`src/hw/rtl/qhpq_cmp.sv`:
```
// qhpq_cmp: shared priority comparator, true when a goes strictly before b
// depends on nothing but its parameter
`timescale 1ns / 1ps
module qhpq_cmp #(
  parameter int unsigned PRIORITY_BITS = 32
) (
  input  logic                     max_first_i,
  input  logic [PRIORITY_BITS-1:0] a_i,
  input  logic [PRIORITY_BITS-1:0] b_i,
  output logic                     first_o
);
  // one magnitude compare, direction picked by the order register
  assign first_o = max_first_i ? (a_i > b_i) : (a_i < b_i);
endmodule

```
`config.mk`:
```
export PLATFORM = sky130hd
export DESIGN_NAME = qhpq_cmp
export DESIGN_NICKNAME = d
export VERILOG_FILES = /design/src/hw/rtl/qhpq_cmp.sv
export SDC_FILE = /design/constraint.sdc
export NUM_CORES = 1
export LEC_CHECK = 0
export ABC_CLOCK_PERIOD_IN_PS = 1290
export BUFFER_PORTS_ARGS = -buffer_cell sky130_fd_sc_hd__buf_2
export CORE_AREA = 5 5 53 55
export DETAILED_ROUTE_END_ITERATION = 6
export DIE_AREA = 0 0 58 60
export GPL_TIMING_DRIVEN = 0
export PLACE_DENSITY = 0.78
export SYNTH_ARGS = -nofsm -noshare
export SYNTH_HDL_FRONTEND = slang
export SYNTH_SLANG_ARGS = --single-unit
```
`constraint.sdc`:
```
create_clock -name vclk -period 1.29
set_input_delay 0.0645 -clock vclk [all_inputs]
set_output_delay 0.0645 -clock vclk [all_outputs]
set_load 0.02 [all_outputs]
```
==> results of run 1 <==
## cells by family (layout without fill, tap and decap cells)
kind of cell / count (synthesis) / after routing / synth area share
adder cells (fa/ha/maj): 32 / 32 / 0.493
AO/OA/AOI/OAI: 26 / 26 / 0.196
buffers and inverters: 33 / 100 / 0.153
AND/OR/NAND/NOR: 26 / 26 / 0.146
multiplexers: 1 / 1 / 0.0123
## routing by layer
metal	vias to the layer above	global-route usage	routed length [um]
met5	-	0	0
met4	0	0	0
met3	0	0.00864	172
met2	32	0.313	1400
met1	449	0.133	772
li1	537	-	-
## cell type report
| type | instances | area share |
|---|---|---|
| Tap cell | 30 | 0.0261 |
| Multi-Input combinational cell | 85 | 0.611 |
| Timing Repair Buffer | 67 | 0.264 |
| Inverter | 33 | 0.0983 |
## worst max-delay path, delay by kind of cell
kind                     cells  cell delay (ps)
AO/OA/AOI/OAI                5              820
adder cells (fa/ha/maj)      1              300
buffers and inverters        2              270
multiplexers                 1              170
## power breakdown
group	switching [mW]	internal, mW	total (mW)
combinational	0.193	0.230	0.423
sequential	0	0	0
clock	0	0	0
## timing repair
action,CTS,global route
setup buffers,0,1
pin swaps,3,8
gates resized for setup,4,12
endpoints found under the setup margin,1,1
hold endpoints to repair,0,0
## cell usage in the layout, fill, tap and decap left out
cell,synthesis,final
buf_2,0,58
inv_1,33,22
ha_1,32,20
ha_4,0,12
nand2_1,11,11
a21oi_1,13,11
inv_2,0,8
buf_6,0,6
nand3_1,5,5
nand4_1,4,4
nor2_1,4,4
o21ai_0,5,3
a21oi_2,1,3
buf_4,0,3
inv_4,0,2
a21o_1,2,2
o21ai_1,1,2
a221o_1,2,2
a211oi_2,1,2
inv_12,0,1
nor4_4,0,1
nor4_2,0,1
o21ai_2,0,1
mux2i_2,0,1
## per-stage QoR
| step | power (mW) | setup WS [ps] | instance area, um^2 | util |
|---|---|---|---|---|
| 2_1_floorplan | 0.230 | -200 | 988 | - |
| 6_report | 0.423 | -397 | 1440 | 0.614 |
| 3_3_place_gp | 0.374 | -508 | 1360 | 0.579 |
| 3_5_place_dp | 0.396 | -516 | 1360 | 0.579 |
| 4_1_cts | 0.408 | -414 | 1380 | 0.587 |
| 5_1_grt | 0.489 | -507 | 1440 | 0.614 |
## how the worst max path moves through the flow
stage | from | to | slack [ps] | cells after the start
finish | a_i[23] | first_o | -400 | 9
global route | b_i[11] | first_o | -510 | 9
CTS | b_i[8] | first_o | -410 | 9
detailed placement | b_i[5] | first_o | -520 | 10
global placement | b_i[5] | first_o | -510 | 10
floorplan | b_i[5] | first_o | -200 | 8
==> reports/metrics.cfg, run 1 <==
[global_route]
grt_start_max_net_pins = 4
grt_pass1_wl_um = 3970
grt_pass1_vias = 1098
antenna_found_initial = 0
grtUsageTotal = 0.135
grt_overflow = 0

[timing]
min_period_ps = 1690
rsz0062_at_grt = yes
worst_hold_slack_ps = 457
finalMaxSlewViolations = 0
max_freq_mhz = 593
worstMarginPinSlew_ps = 285
finalHoldViolations = 0
fin_tns_setup_ps = -397
fin_crit_sh = 1.31
relSlewSlack = 0.809
setup_ws_ps = -397
setup_viol = 1

[die]
initial_core_util = 0.347
core_region_area_um2 = 2340
die_y_um = 60
ios = 66
fp-row-count = 18
dieArea_um2 = 3480
chipWidth_um = 58

[finish]
drive_gt1_frac = 0.535
ff_latch_area_um2 = 0
fin_nets = 284
multi_input_comb_area_um2 = 880
stdcell_count = 215
clkbuf_count = 0
seq_cells = 0
area_growth_pct = 77.2
n_fill_cell = 215
diodes = 0

[min_path]
holdPathStages = 3
min_path_type = primary input to output pin
hp-start = max_first_i
min_to = first_o

[power]
p_leak_nw = 0.798
vdd_drop_max_mv = 0.180
p_per_area_nw_per_um2 = 294

[logic_synthesis]
syn-num-nets = 215
syn_inst = 118
seq_area_frac_synth = 0
synth_area_per_cell_um2 = 6.88
ys_warn_count = 0
synthTopCellsByArea = ha_1 49%, inv_1 15%, a21oi_1 8.0%, nand2_1 5.1%, nand3_1 3.1%
synth_top_area_frac = 0.493
yosysMostFrequentCell = inv_1
synth.distinct_cells = 16
synth_top_area_cell = ha_1
post_synth_instance_area_um2 = 812
synthTopCellsByCount = 33 x inv_1, 32 x ha_1, 13 x a21oi_1

[placed_design]
placedCellCount = 214
dpl.hpwl_um = 2260
port_buffers = 66
gp_congestion = 0.757

[critical_path]
path_class = primary input to output pin
start_kind = primary input
crit_slowest_cell = a221o_1
worstPathMaxFanout = 2
crit_arrival_ps = 1620
worstPathCellList = buf_2 -> ha_1 -> a21oi_1 -> o21ai_1 -> a221o_1 -> a211oi_2 -> o21ai_2 -> mux2i_2 -> buf_4
cp-end-kind = output pin
critPathMaxStageDelay_ps = 330
critPathRequiredTime_ps = 1230

[drt]
wire_per_inst_um = 10.9
vias = 1018
drc = 0
drt_iter0_drc = 8
ant_nets = 0
drt_pass1_iterations = 2
vias_per_cell = 4.73
wl_um = 2340

[run_status]
outcome = finished, violations left
failed_checks = negative setup slack

[run]
drv_cap = 0

[clock_tree]
hold_buffers = 0

No activity file was read; power rests on OpenSTA's default activity.
==> run 2, diff against run 1 <==
--- a/config.mk
+++ b/config.mk
@@ -5,11 +5,12 @@
 export SDC_FILE = /design/constraint.sdc
 export NUM_CORES = 1
 export LEC_CHECK = 0
+export ABC_AREA = 1
 export ABC_CLOCK_PERIOD_IN_PS = 1290
 export BUFFER_PORTS_ARGS = -buffer_cell sky130_fd_sc_hd__buf_2
-export CORE_AREA = 5 5 53 55
+export CORE_AREA = 5 5 55 57
 export DETAILED_ROUTE_END_ITERATION = 6
-export DIE_AREA = 0 0 58 60
+export DIE_AREA = 0 0 60 62
 export GPL_TIMING_DRIVEN = 0
 export PLACE_DENSITY = 0.78
 export SYNTH_ARGS = -nofsm -noshare
==> run 2 against run 1 <==
The flow still finishes with violations (negative setup slack); power increased by 21%; non-clock buffer count increased by 1; utilization increased by 4.8 points; final area increased by 12%; first-iteration DRC count increased by 25%; sequential cell count unchanged; synthesized cell count increased by 24%; largest power group unchanged.
==> reports/metrics.cfg, run 2 <==
[run_status]
outcome = finished, violations left
failed_checks = negative setup slack

[die]
core_region_area_um2 = 2430
fp-row-count = 18
dieArea_um2 = 3720
chipWidth_um = 60
ios = 66
initial_core_util = 0.377
die_y_um = 62

[timing]
setup_ws_ps = -113
relSlewSlack = 0.856
max_freq_mhz = 713
rsz0062_at_grt = yes
finalMaxSlewViolations = 0
finalHoldViolations = 0
fin_tns_setup_ps = -113
fin_crit_sh = 1.09
min_period_ps = 1400
setup_viol = 1
worstMarginPinSlew_ps = 216

[drt]
drc = 0
vias = 1119
met3_length_um = 241
wire_per_inst_um = 11.4
route.met2.wl_um = 1510
vias_per_cell = 4.59
drt_iter0_drc = 10
wl_met1_um = 963
ant_nets = 0
drt_pass1_iterations = 4
wl_um = 2790
maxUsedRoutingLayer = met4

[logic_synthesis]
post_synth_instance_area_um2 = 917
synth_area_per_cell_um2 = 6.28
synthTopCellsByCount = 39 x inv_1, 33 x nand2_1, 32 x ha_1
yosysMostFrequentCell = inv_1
synth.distinct_cells = 18
seq_area_frac_synth = 0
syn_inst = 146
synth_top_area_cell = ha_1
syn-num-nets = 243
ys_warn_count = 0
synthTopCellsByArea = ha_1 44%, inv_1 16%, nand2_1 14%, a21oi_1 6.5%, nand2_2 3.4%
synth_top_area_frac = 0.437

[power]
p_leak_nw = 0.932
p_sw_frac = 0.468
power_frac_clock = 0
p_per_area_nw_per_um2 = 318
internal_power_mw = 0.273
switching_power_mw = 0.240
power_frac_comb = 1.000
finalPower_mw = 0.513
vdd_drop_max_mv = 0.197
power_frac_seq = 0

[finish]
n_fill_cell = 216
final_common_cell = buf_2
area_growth_pct = 75.7
drive_gt1_frac = 0.547
fin_nets = 313
clkbuf_count = 0
final_util = 0.663
final_cell_mix = 55 x buf_2, 31 x nand2_1, 27 x inv_1, 16 x ha_4, 16 x ha_1
fin_area_um2 = 1610
diodes = 0
seq_cells = 0
multi_input_comb_area_um2 = 1000
ff_latch_area_um2 = 0

[global_route]
grt_start_max_net_pins = 4
grtUsageTotal = 0.139
grt_pass1_vias = 1059
antenna_found_initial = 0
grt_pass1_wl_um = 4040
grt_overflow = 0

[clock_tree]
hold_buffers = 0

[placed_design]
port_buffers = 66
dpl.hpwl_um = 1910
placed_cell_area_um2 = 1280
post-place-ws_ps = -162
gp_congestion = 0.724

[min_path]
min_path_type = primary input to output pin

[critical_path]
worstPathMaxFanout = 2
critPathRequiredTime_ps = 1230
start_kind = primary input
cp-end-kind = output pin
crit_arrival_ps = 1340
path_class = primary input to output pin

[run]
drv_cap = 0

-- run 2: changes by cell type after synthesis, moves of 3 or more --
cell,delta
nand2_1,+22
inv_1,+6
nand2_2,+5
inv_2,+3
o21ai_0,-3
-- run 2: what timing repair did --
action	4_1_cts	5_1_grt
gates cloned	0	0
pin swaps	22	14
hold endpoints to repair	0	0
gates resized for setup	43	8
setup endpoints to repair	1	1
buffers inserted	0	2
-- run 2: cell families (layout without fill, tap and decap cells) --
logic type	after synthesis	count (layout)	synth area share
AOI/OAI and AO/OA	17	17	0.104
adders and majority gates	32	32	0.437
buffers and inverters	42	110	0.172
and+or+nand+nor	55	55	0.288
-- run 2: final cells by class --
| class | instances | area share |
|---|---|---|
| well taps | 30 | 0.0233 |
| repair buffers | 68 | 0.257 |
| multi-input cells | 104 | 0.620 |
| inverters | 42 | 0.0994 |
-- run 2: final timing paths --
kind | from | to | slack (ps) | cells past startpoint
worst max-delay path | a_i[29] | first_o | -110 | 11
worst min-delay path | max_first_i | first_o | 510 | 5
-- run 2: per-stage QoR --
stage / std cells / hold slack, ps
2_1_floorplan: 146 / 330
3_3_place_gp: 242 / 526
3_5_place_dp: 242 / 531
4_1_cts: 242 / 517
5_1_grt: 244 / 551
6_report: 244 / 508
-- run 2: power by group through the flow --
stage | Combinational [mW] | Sequential, mW | Clock, mW
after CTS | 0.476 | 0 | 0
after global placement | 0.353 | 0 | 0
after floorplan | 0.222 | 0 | 0
after detailed placement | 0.360 | 0 | 0
final | 0.513 | 0 | 0
after global routing | 0.574 | 0 | 0
-- run 2: layer usage --
layer	up-vias	global-route usage
met3	8	0.0103
met1	477	0.139
li1	591	-
met4	0	0.0253
met2	43	0.304
met5	-	0
-- run 2: worst max-delay path, stage by stage --
cell	delay, ps
buf_2	130
ha_4	250
a21oi_1	200
o21a_2	160
nand2_1	60
a21oi_2	150
nand2_2	60
nand2_1	60
nand2_1	40
inv_1	60
buf_6	110
